## config.mk

```make
export PLATFORM = sky130hd
export DESIGN_NAME = cosine_similarity_unit
export DESIGN_NICKNAME = d
export VERILOG_FILES = /design/src/sv/csim_pkg.sv /design/src/sv/csim_ctrl.sv /design/src/sv/csim_dp.sv /design/src/sv/cosine_similarity_unit.sv
export VERILOG_INCLUDE_DIRS = /design/src /design/src/sv
export SDC_FILE = /design/constraint.sdc
export NUM_CORES = 2
export LEC_CHECK = 0
export BUFFER_PORTS_ARGS = -buffer_cell sky130_fd_sc_hd__buf_4
export CAP_MARGIN = 20
export CORE_ASPECT_RATIO = 1.4
export CORE_UTILIZATION = 65
export DETAILED_ROUTE_END_ITERATION = 16
export PLACE_DENSITY = 0.82
export SLEW_MARGIN = 20
export SYNTH_ARGS = -nofsm -noshare
export SYNTH_HDL_FRONTEND = slang
export SYNTH_SLANG_ARGS = --single-unit
```

## constraint.sdc

```tcl
create_clock -name aclk -period 12.7 [get_ports aclk]
set_clock_uncertainty 0.05 [all_clocks]
set_input_delay 2.54 -clock aclk [delete_from_list [all_inputs] [get_ports aclk]]
set_output_delay 2.54 -clock aclk [all_outputs]
set_load 0.01 [all_outputs]
```

## src/sv/assert_macros.svh

```systemverilog
// assertion macros shared by the cosine similarity rtl
`ifndef ASSERT_MACROS_SVH
`define ASSERT_MACROS_SVH

// implication checked at each rising edge, off during reset
`define CSIM_ASSERT_IMP(lbl, clk, rstn, ante, cons, msg) \
    lbl: assert property (@(posedge clk) disable iff (!rstn) (ante) |-> (cons)) \
        else $error(msg);

// next-cycle implication checked at each rising edge, off during reset
`define CSIM_ASSERT_NXT(lbl, clk, rstn, ante, cons, msg) \
    lbl: assert property (@(posedge clk) disable iff (!rstn) (ante) |=> (cons)) \
        else $error(msg);

`endif

```

## src/sv/csim_pkg.sv

```systemverilog
// shared types and constants of the cosine similarity unit
`timescale 1ns / 1ps

package csim_pkg;

    localparam int MAX_ELEMENTS = 1024;
    localparam int CNT_W        = $clog2(MAX_ELEMENTS + 1);

    localparam int DOT_W  = 42;
    localparam int SQ_W   = 41;
    localparam int PROD_W = 2 * SQ_W;
    localparam int RAD_W  = 84;
    localparam int ROOT_W = 43;
    localparam int SREM_W = 45;
    localparam int DVD_W  = DOT_W + 14;
    localparam int DREM_W = ROOT_W;
    localparam int Q_W    = 15;

    localparam int ONE_Q14 = 16384;

    // iteration counts of the back-end phases
    localparam int MUL_STEPS  = SQ_W;
    localparam int SQRT_STEPS = RAD_W / 2;
    localparam int DIV_STEPS  = DVD_W;
    localparam int STEP_W     = $clog2(DIV_STEPS + 1);

    typedef enum logic [2:0] {
        ST_ACC,
        ST_MUL,
        ST_SQRT,
        ST_DIV,
        ST_OUT
    } state_t;

    typedef struct packed {
        logic acc;
        logic mul_init;
        logic mul_step;
        logic sqrt_init;
        logic sqrt_step;
        logic div_init;
        logic div_step;
        logic load;
    } cmd_t;

    typedef struct packed {
        logic out_free;
    } stat_t;

endpackage

```

## src/sv/csim_ctrl.sv

```systemverilog
// controller state machine of the cosine similarity unit
`timescale 1ns / 1ps

module csim_ctrl (
    input  logic              aclk,
    input  logic              aresetn,
    input  logic              s_valid,
    input  logic              s_last_pair,
    output logic              s_ready,
    input  csim_pkg::stat_t   stat,
    output csim_pkg::cmd_t    cmd,
    output csim_pkg::state_t  state
);

    csim_pkg::state_t                 state_reg, state_next;
    logic [csim_pkg::STEP_W-1:0]      step_reg, step_next;
    logic                             beat;

    assign state = state_reg;
    assign beat  = s_valid && s_ready;

    // state and step counter
    always_ff @(posedge aclk) begin
        if (!aresetn) begin
            state_reg <= csim_pkg::ST_ACC;
            step_reg  <= '0;
        end else begin
            state_reg <= state_next;
            step_reg  <= step_next;
        end
    end

    // next state
    always_comb begin
        state_next = state_reg;
        step_next  = step_reg;
        unique case (state_reg)
            csim_pkg::ST_ACC: begin
                if (beat && s_last_pair) begin
                    state_next = csim_pkg::ST_MUL;
                    step_next  = '0;
                end
            end
            csim_pkg::ST_MUL: begin
                if (step_reg == csim_pkg::STEP_W'(csim_pkg::MUL_STEPS)) begin
                    state_next = csim_pkg::ST_SQRT;
                    step_next  = '0;
                end else begin
                    step_next = step_reg + 1'b1;
                end
            end
            csim_pkg::ST_SQRT: begin
                if (step_reg == csim_pkg::STEP_W'(csim_pkg::SQRT_STEPS)) begin
                    state_next = csim_pkg::ST_DIV;
                    step_next  = '0;
                end else begin
                    step_next = step_reg + 1'b1;
                end
            end
            csim_pkg::ST_DIV: begin
                if (step_reg == csim_pkg::STEP_W'(csim_pkg::DIV_STEPS)) begin
                    state_next = csim_pkg::ST_OUT;
                    step_next  = '0;
                end else begin
                    step_next = step_reg + 1'b1;
                end
            end
            csim_pkg::ST_OUT: begin
                if (stat.out_free) begin
                    state_next = csim_pkg::ST_ACC;
                end
            end
            default: begin
                state_next = csim_pkg::ST_ACC;
                step_next  = '0;
            end
        endcase
    end

    // datapath commands
    always_comb begin
        cmd     = '0;
        s_ready = 1'b0;
        unique case (state_reg)
            csim_pkg::ST_ACC: begin
                s_ready = 1'b1;
                cmd.acc = beat;
            end
            csim_pkg::ST_MUL: begin
                cmd.mul_init = (step_reg == '0);
                cmd.mul_step = (step_reg != '0);
            end
            csim_pkg::ST_SQRT: begin
                cmd.sqrt_init = (step_reg == '0);
                cmd.sqrt_step = (step_reg != '0);
            end
            csim_pkg::ST_DIV: begin
                cmd.div_init = (step_reg == '0);
                cmd.div_step = (step_reg != '0);
            end
            csim_pkg::ST_OUT: begin
                cmd.load = stat.out_free;
            end
            default: begin
                cmd = '0;
            end
        endcase
    end

endmodule

```

## src/sv/csim_dp.sv

```systemverilog
// datapath of the cosine similarity unit: sums, multiply, root, divide
`timescale 1ns / 1ps

module csim_dp (
    input  logic                 aclk,
    input  logic                 aresetn,
    input  logic signed [15:0]   s_elem_a,
    input  logic signed [15:0]   s_elem_b,
    input  csim_pkg::cmd_t       cmd,
    output csim_pkg::stat_t      stat,
    output logic                 m_valid,
    input  logic                 m_ready,
    output logic signed [15:0]   m_cosine,
    output logic                 m_zero_norm,
    output logic                 m_too_long
);

    // accumulators
    logic signed [csim_pkg::DOT_W-1:0] dot_reg;
    logic [csim_pkg::SQ_W-1:0]         sqa_reg, sqb_reg;
    logic [csim_pkg::CNT_W-1:0]        cnt_reg;
    logic                              ovf_reg;

    // shift-add multiplier
    logic [csim_pkg::PROD_W-1:0] mcand_reg, prod_reg;
    logic [csim_pkg::SQ_W-1:0]   mplier_reg;

    // digit-by-digit square root
    logic [csim_pkg::RAD_W-1:0]  rad_reg;
    logic [csim_pkg::SREM_W-1:0] srem_reg;
    logic [csim_pkg::ROOT_W-1:0] root_reg;

    // restoring divider
    logic [csim_pkg::DVD_W-1:0]  dvd_reg;
    logic [csim_pkg::DREM_W-1:0] drem_reg;
    logic [csim_pkg::Q_W-1:0]    q_reg;
    logic                        big_reg;

    // output register
    logic                        m_valid_reg;
    logic signed [15:0]          cos_reg;
    logic                        zero_reg, long_reg;

    logic signed [31:0]                ab, aa, bb;
    logic signed [csim_pkg::DOT_W:0]   dsum;
    logic [csim_pkg::SQ_W:0]           asum, bsum;
    logic signed [csim_pkg::DOT_W-1:0] dot_next;
    logic [csim_pkg::SQ_W-1:0]         sqa_next, sqb_next;
    logic                              full;
    logic [csim_pkg::SREM_W-1:0]       st, strial;
    logic [csim_pkg::DREM_W:0]         dt;
    logic [csim_pkg::DOT_W-1:0]        mag;
    logic [csim_pkg::Q_W-1:0]          qmag;
    logic signed [15:0]                cos_val;
    logic                              zero_val;

    assign ab   = s_elem_a * s_elem_b;
    assign aa   = s_elem_a * s_elem_a;
    assign bb   = s_elem_b * s_elem_b;
    assign full = (cnt_reg == csim_pkg::CNT_W'(csim_pkg::MAX_ELEMENTS));

    // saturating sums
    always_comb begin
        dsum = (csim_pkg::DOT_W+1)'(dot_reg) + (csim_pkg::DOT_W+1)'(ab);
        asum = {1'b0, sqa_reg} + (csim_pkg::SQ_W+1)'(aa[30:0]);
        bsum = {1'b0, sqb_reg} + (csim_pkg::SQ_W+1)'(bb[30:0]);
        if (dsum[csim_pkg::DOT_W] != dsum[csim_pkg::DOT_W-1]) begin
            dot_next = dsum[csim_pkg::DOT_W]
                ? {1'b1, {(csim_pkg::DOT_W-1){1'b0}}}
                : {1'b0, {(csim_pkg::DOT_W-1){1'b1}}};
        end else begin
            dot_next = dsum[csim_pkg::DOT_W-1:0];
        end
        sqa_next = asum[csim_pkg::SQ_W] ? '1 : asum[csim_pkg::SQ_W-1:0];
        sqb_next = bsum[csim_pkg::SQ_W] ? '1 : bsum[csim_pkg::SQ_W-1:0];
    end

    // root and divide trial values
    always_comb begin
        st     = {srem_reg[csim_pkg::SREM_W-3:0], rad_reg[csim_pkg::RAD_W-1 -: 2]};
        strial = {root_reg[csim_pkg::SREM_W-3:0], 2'b01};
        dt     = {drem_reg, dvd_reg[csim_pkg::DVD_W-1]};
    end

    // final clamp and sign
    always_comb begin
        mag      = dot_reg[csim_pkg::DOT_W-1] ? csim_pkg::DOT_W'(-dot_reg)
                                              : csim_pkg::DOT_W'(dot_reg);
        zero_val = (sqa_reg == '0) || (sqb_reg == '0);
        if (big_reg || (q_reg > csim_pkg::Q_W'(csim_pkg::ONE_Q14))) begin
            qmag = csim_pkg::Q_W'(csim_pkg::ONE_Q14);
        end else begin
            qmag = q_reg;
        end
        if (zero_val) begin
            cos_val = '0;
        end else if (dot_reg[csim_pkg::DOT_W-1]) begin
            cos_val = -$signed({1'b0, qmag});
        end else begin
            cos_val = $signed({1'b0, qmag});
        end
    end

    // accumulator registers
    always_ff @(posedge aclk) begin
        if (!aresetn) begin
            dot_reg <= '0;
            sqa_reg <= '0;
            sqb_reg <= '0;
            cnt_reg <= '0;
            ovf_reg <= 1'b0;
        end else if (cmd.load) begin
            dot_reg <= '0;
            sqa_reg <= '0;
            sqb_reg <= '0;
            cnt_reg <= '0;
            ovf_reg <= 1'b0;
        end else if (cmd.acc) begin
            if (full) begin
                ovf_reg <= 1'b1;
            end else begin
                dot_reg <= dot_next;
                sqa_reg <= sqa_next;
                sqb_reg <= sqb_next;
                cnt_reg <= cnt_reg + 1'b1;
            end
        end
    end

    // back-end iteration registers
    always_ff @(posedge aclk) begin
        if (cmd.mul_init) begin
            mcand_reg  <= csim_pkg::PROD_W'(sqa_reg);
            mplier_reg <= sqb_reg;
            prod_reg   <= '0;
        end else if (cmd.mul_step) begin
            if (mplier_reg[0]) begin
                prod_reg <= prod_reg + mcand_reg;
            end
            mcand_reg  <= mcand_reg << 1;
            mplier_reg <= mplier_reg >> 1;
        end
        if (cmd.sqrt_init) begin
            rad_reg  <= csim_pkg::RAD_W'(prod_reg);
            srem_reg <= '0;
            root_reg <= '0;
        end else if (cmd.sqrt_step) begin
            rad_reg <= rad_reg << 2;
            if (st >= strial) begin
                srem_reg <= st - strial;
                root_reg <= {root_reg[csim_pkg::ROOT_W-2:0], 1'b1};
            end else begin
                srem_reg <= st;
                root_reg <= {root_reg[csim_pkg::ROOT_W-2:0], 1'b0};
            end
        end
        if (cmd.div_init) begin
            dvd_reg  <= {mag, 14'd0};
            drem_reg <= '0;
            q_reg    <= '0;
            big_reg  <= 1'b0;
        end else if (cmd.div_step) begin
            dvd_reg <= dvd_reg << 1;
            big_reg <= big_reg | q_reg[csim_pkg::Q_W-1];
            if (dt >= {1'b0, root_reg}) begin
                drem_reg <= csim_pkg::DREM_W'(dt - {1'b0, root_reg});
                q_reg    <= {q_reg[csim_pkg::Q_W-2:0], 1'b1};
            end else begin
                drem_reg <= dt[csim_pkg::DREM_W-1:0];
                q_reg    <= {q_reg[csim_pkg::Q_W-2:0], 1'b0};
            end
        end
    end

    // result beat register
    always_ff @(posedge aclk) begin
        if (!aresetn) begin
            m_valid_reg <= 1'b0;
        end else if (cmd.load) begin
            m_valid_reg <= 1'b1;
        end else if (m_ready) begin
            m_valid_reg <= 1'b0;
        end
        if (cmd.load) begin
            cos_reg  <= cos_val;
            zero_reg <= zero_val;
            long_reg <= ovf_reg;
        end
    end

    assign stat.out_free = !m_valid_reg || m_ready;
    assign m_valid       = m_valid_reg;
    assign m_cosine      = cos_reg;
    assign m_zero_norm   = zero_reg;
    assign m_too_long    = long_reg;

endmodule

```

## src/sv/cosine_similarity_unit.sv

```systemverilog
// top level of the streaming cosine similarity unit
// Usage:
//   Input beats carry one element pair (s_elem_a, s_elem_b, Q8.8) and
//   s_last_pair. Each beat is summed into the dot product and both sums of
//   squares, so pairs stream at one per cycle while the block is accumulating.
//   On the beat with s_last_pair high the block stops taking beats and runs
//   its back end: a shift-add multiply of the squared norms (41 steps), a
//   two-bit-per-step square root (42 steps), a restoring divide (56 steps),
//   each after a setup step. The result beat (m_cosine in Q2.14,
//   m_zero_norm, m_too_long) is loaded once the divide is done and the
//   output register is free; the input side is held until then.
//   The result sits in an output register; if the receiver still holds an
//   older result, the block waits with the new one until that beat is taken.
//   Pairs of the next vector are taken while a loaded result waits.
//   More than 1024 pairs are dropped from the sums and flag m_too_long.
//   Reset (aresetn low, synchronous) clears all sums and drops any result.
`timescale 1ns / 1ps
`include "assert_macros.svh"

module cosine_similarity_unit (
    input  logic                aclk,
    input  logic                aresetn,
    input  logic                s_valid,
    output logic                s_ready,
    input  logic signed [15:0]  s_elem_a,
    input  logic signed [15:0]  s_elem_b,
    input  logic                s_last_pair,
    output logic                m_valid,
    input  logic                m_ready,
    output logic signed [15:0]  m_cosine,
    output logic                m_zero_norm,
    output logic                m_too_long
);

    csim_pkg::cmd_t   cmd;
    csim_pkg::stat_t  stat;
    csim_pkg::state_t state;

    // sequencer
    csim_ctrl u_ctrl (
        .aclk        (aclk),
        .aresetn     (aresetn),
        .s_valid     (s_valid),
        .s_last_pair (s_last_pair),
        .s_ready     (s_ready),
        .stat        (stat),
        .cmd         (cmd),
        .state       (state)
    );

    // arithmetic
    csim_dp u_dp (
        .aclk        (aclk),
        .aresetn     (aresetn),
        .s_elem_a    (s_elem_a),
        .s_elem_b    (s_elem_b),
        .cmd         (cmd),
        .stat        (stat),
        .m_valid     (m_valid),
        .m_ready     (m_ready),
        .m_cosine    (m_cosine),
        .m_zero_norm (m_zero_norm),
        .m_too_long  (m_too_long)
    );

    // checks
    `CSIM_ASSERT_IMP(a_cos_range, aclk, aresetn, m_valid, (m_cosine <= 16'sd16384) && (m_cosine >= -16'sd16384), "cosine out of range")
    `CSIM_ASSERT_IMP(a_zero_cos, aclk, aresetn, m_valid && m_zero_norm, m_cosine == 16'sd0, "zero norm with nonzero cosine")
    `CSIM_ASSERT_NXT(a_busy_after_last, aclk, aresetn, s_valid && s_ready && s_last_pair, !s_ready && (state == csim_pkg::ST_MUL), "beat taken during back end")

endmodule

```

* Word level (Yosys, flattened, before mapping)
Index checks and enable logic that the tools add are counted.
** Storage, ports and cells
- Output and inout bits :: 20
- Word-level logic and storage cells :: 119
- Input port bits :: 37
- Bits in registers :: 640
** Operators by class
- Magnitude comparators :: 3
- Mux-type cells :: 38
- Reduce and logical (&&, ||, !) cells :: 22
- Bitwise logic cells :: 5
- Multipliers :: 3
- $add $sub $neg :: 10
- Eq/ne operators :: 14
** Operators with widths (count)
- $mux W41 :: 6
- $mux W82 :: 2
- $mux W42 :: 3
- $mux W56 :: 2
- $mux W43 :: 2
- $sub A43 B43 Y43 :: 2
- $add A41 B31 Y42 :: 2
- $add A82 B82 Y82 :: 1
- $logic_not A41 Y1 :: 2
- $mul A16 B16 Y31 :: 2
- $ge A45 B45 Y1 :: 1
- $ge A44 B43 Y1 :: 1
- $add A42 B32 Y43 :: 1
- $neg A42 Y42 :: 1
- $mul A16 B16 Y32 :: 1
- $mux W15 :: 2
- $pmux W6 S5 :: 1
- $mux W6 :: 4
- $eq A6 B6 Y1 const B :: 3
- $neg A15 Y16 :: 1
- $gt A15 B15 Y1 const B :: 1
- $mux W3 :: 5
- $pmux W3 S5 :: 1
- $add A11 B1 Y11 const B :: 1
- other kinds (21) :: 47

* Depth between registers and ports, before layout
- Depth in word-level cells :: 6
- Mapped depth :: 39
- Gate-level depth less buffers :: 36

* Cells and area by module
From an unflattened synthesis, not the netlist that was laid out.
** Unflattened totals
- Cells, all modules :: 7565
- Area, all modules :: 68408.1 sq um
** By module, submodules not included
- csim_dp :: cells an instance 7477, times used 1, sequential area each 14874.3 sq um, area an instance 67683.7 sq um
- csim_ctrl :: cells an instance 88, times used 1, sequential area each 180.2 sq um, area an instance 724.4 sq um

* Worst setup path after synthesis
No wires, ideal clock.
- Path type :: input to register
- Start point :: in s_elem_a[3]
- End point :: reg u_dp.sqa_reg[40] (netlist name)
- Stages :: 35
- Required time :: 12564 ps
- Path buffers :: 2
- Setup time :: 86 ps
- Setup slack :: 1983 ps
- Arrival :: 10582 ps
- Cell sequence :: clkbuf_1 -> clkbuf_1 -> nand2_1 -> inv_1 -> fa_1 -> inv_1 -> fa_1 -> fa_1 -> fa_1 -> inv_1 -> fa_1 -> inv_1 -> fa_1 -> inv_1 -> ha_1 -> a21o_1 -> a21o_1 -> a21oi_1 -> o21ai_0 -> o311ai_0 -> nand2b_1 -> a21oi_1 -> o21bai_1 -> a21oi_1 -> xnor2_1 -> ha_1 -> a21o_1 -> a21o_1 -> a221o_1 -> a21o_1 -> a21o_1 -> o31a_1 -> o41a_1 -> nor4b_1 -> a211oi_1
** On the way
- Word-level cells in the longest chain between the ends :: 3
** Ends and longest elaborated chain
- start, declared :: line cosine_similarity_unit.sv:25 : input logic signed [15:0] s_elem_a,
- $mul A16 B16 Y31 :: line csim_dp.sv:58 : assign aa = s_elem_a * s_elem_a;
- $add A41 B31 Y42 :: line csim_dp.sv:65 : asum = {1'b0, sqa_reg} + (csim_pkg::SQ_W+1)'(aa[30:0]);
- $mux W41 :: line csim_dp.sv:74 : sqa_next = asum[csim_pkg::SQ_W] ? '1 : asum[csim_pkg::SQ_W-1:0];
- end signal, assigned :: line csim_dp.sv:123 : sqa_reg <= sqa_next;
- end, declared :: line csim_dp.sv:20 : logic [csim_pkg::SQ_W-1:0] sqa_reg, sqb_reg;
Every way passes these cells.
A chain may end at the register's enable or synchronous reset.

* Worst setup path after layout
- Start point :: in s_elem_a[8]
- End point :: reg u_dp.sqa_reg[40] (netlist name)
Same word-level chain as after synthesis.

==> flow_summary.json <==
{
  "status": "completed",
  "cts_max_level": 2,
  "crit_type": "in -> reg",
  "cp_max_fo": 33,
  "synthArstFlopShare_pct": 0,
  "r2r-end": "u_dp.dot_reg[13]",
  "grt_max_degree": 97,
  "cts_buffer_depth": 3,
  "synth-seq-area-share_pct": 21.9,
  "start_kind": "primary input",
  "critPathArrivalTime_ps": 11490,
  "synth_area_leaders": "fa_1, dfxtp_1, ha_1, edfxtp_1, inv_1",
  "slew_viol_final": 0,
  "clk_latency_ps": 690,
  "avgSynthCellArea_um2": 8.74,
  "clk_pin_slew_worst_paths_ps": 60,
  "syn_area_um2": 68900,
  "finalCritPeriodShare_pct": 86.1,
  "initial_core_util_pct": 65.9,
  "setup_viol": 0,
  "cts_buffers": 61,
  "postCtsHoldBufs": 0,
  "area_growth_pct": 4.72,
  "yosysWarnings": 0,
  "synth_top_area_share_pct": 23.2,
  "hold_viol": 0,
  "fmax_ghz": 0.0915,
  "tns_ps": 0,
  "ctsResizeCount": 0,
  "cp_top_family": "compound AO/OA/AOI/OAI gates",
  "drv_cap": 0,
  "fillers": 8136,
  "ys.flop_type": "dfxtp_1",
  "startpoint": "s_elem_a[8]",
  "routed_wl_um": 171000,
  "max-slew-margin-rel_pct": 19.4,
  "grt_pass1_wl_um": 281000,
  "synthDistinctLibCells": 86,
  "r2r_cells": 19,
  "crit_path_end": "u_dp.sqa_reg[40]",
  "r2r-start": "u_dp.dot_reg[9]",
  "largest_reg_flops": 84,
  "vias": 54754,
  "path_buf_inv": 6,
  "syn_inst": 7881,
  "r2r_setup_slack_ps": 5990,
  "core_area_um2": 105000,
  "grt_usage_pct": 32.2,
  "cts.sinks": 640,
  "dr.pass1.iters": 6,
  "cts_setup_buffers": 0,
  "cp.depth": 34,
  "synth_edf_count": 224,
  "final_nets": 9056,
  "grt_overflow": 0,
  "die_w_um": 277,
  "drt-wirelength-per-cell_um": 18.8,
  "drive_above_1_share_pct": 4.84,
  "dr.first_iter.drc_count": 3468,
  "ys_ff_latch": 640,
  "io-pin-count": 57,
  "synthTopCellsByCount": "inv_1, nand2_1, fa_1, ha_1, o21ai_0",
  "crit_path_end_kind": "register",
  "grt_pass1_vias": 57332,
  "rsz0062_at_grt": "no",
  "yosysTopAreaCell": "fa_1",
  "antenna_left": 0,
  "cp.required_ps": 13260,
  "ctsRootBufferMaster": "clkbuf_16",
  "rows": 140,
  "routabilityCongestion": 0.943,
  "synth_nets": 9259,
  "dieArea_um2": 107000,
  "fin_crit_ps": 10930,
  "drc": 0,
  "cpPeakStageDelay_ps": 760,
  "antenna_found_initial": 3,
  "slowest_stage": "o311ai_0",
  "yosysMostFrequentCell": "inv_1",
  "port-buffer-count": 56,
  "viasPerCell": 6.03,
  "hold_path_class": "reg -> reg",
  "place_hpwl_um": 131000,
  "cts_tree": "built",
  "dieHeight_um": 387,
  "worst_pin_slew_ps": 1180
}
-- cell families after synthesis --
kind of cell / count (synthesis) / share of synthesized area (%)
AND/OR/NAND/NOR: 2206 / 14.6
adder cells (fa/ha/maj): 1379 / 33.6
flip-flops: 640 / 21.9
multiplexers: 154 / 2.39
buffers and inverters: 1493 / 8.18
XOR/XNOR: 381 / 4.85
AO/OA/AOI/OAI: 1628 / 14.5
-- layout make-up --
cell class	count	area [um2]	area share, %
Sequential cell	640	15100	20.9
Clock inverter	29	322	0.446
Tap cell	1349	1690	2.34
Antenna cell	4	10.0	0.0139
Timing Repair Buffer	104	801	1.11
Multi-Input combinational cell	5748	48300	66.9
Clock buffer	87	1740	2.42
Inverter	1123	4220	5.86
-- how the worst min path moves through the flow --
stage	from	to	slack, ps	cells past startpoint
finish	u_dp.prod_reg[81]	u_dp.prod_reg[81]	410	1
global route	u_dp.prod_reg[81]	u_dp.prod_reg[81]	430	1
CTS	u_dp.prod_reg[81]	u_dp.prod_reg[81]	410	1
detailed placement	u_dp.prod_reg[81]	u_dp.prod_reg[81]	410	1
global placement	u_dp.prod_reg[81]	u_dp.prod_reg[81]	390	1
floorplan	u_dp.ovf_reg	u_dp.m_too_long	360	0
-- layout by cell type, fill, tap and decap left out, types with 46 or more instances in the layout --
cell type,instances
nor2_1,337
nor2b_1,46
edfxtp_1,224
inv_1,1114
nand4_1,72
nand2_1,1093
o21bai_1,52
nor3_1,77
dfxtp_1,415
o21a_1,47
and3_1,59
o21ai_0,525
a21o_1,198
a21oi_1,433
nand2b_1,51
clkbuf_16,61
buf_4,103
fa_1,796
nand3_1,146
mux2_2,85
and2_1,164
xor2_1,162
a31oi_1,81
ha_1,544
xnor2_1,217
mux2i_1,69
-- stage by stage --
step / utilization (%) / hold WS [ps] / cells / area, um2 / setup WS (ps)
5_1_grt: 69.0 / 434 / 9082 / 72100 / 1160
2_1_floorplan: - / 359 / 7881 / 68900 / 1980
3_3_place_gp: 67.0 / 390 / 8963 / 70000 / 1370
3_5_place_dp: 67.0 / 405 / 8964 / 70000 / 1250
6_report: 69.0 / 410 / 9084 / 72100 / 1770
4_1_cts: 69.0 / 414 / 9080 / 72100 / 1940
-- routing by layer --
layer | GRT usage, % | vias up | routed length [um]
li1 | - | 25718 | -
met3 | 3.21 | 608 | 7690
met5 | 0 | - | 0
met4 | 19.2 | 0 | 10900
met1 | 34.8 | 26752 | 62200
met2 | 60.2 | 1676 | 90200
Power is not shown: default switching activity piles up to over one toggle a cycle in this logic, so the estimate is an artifact.
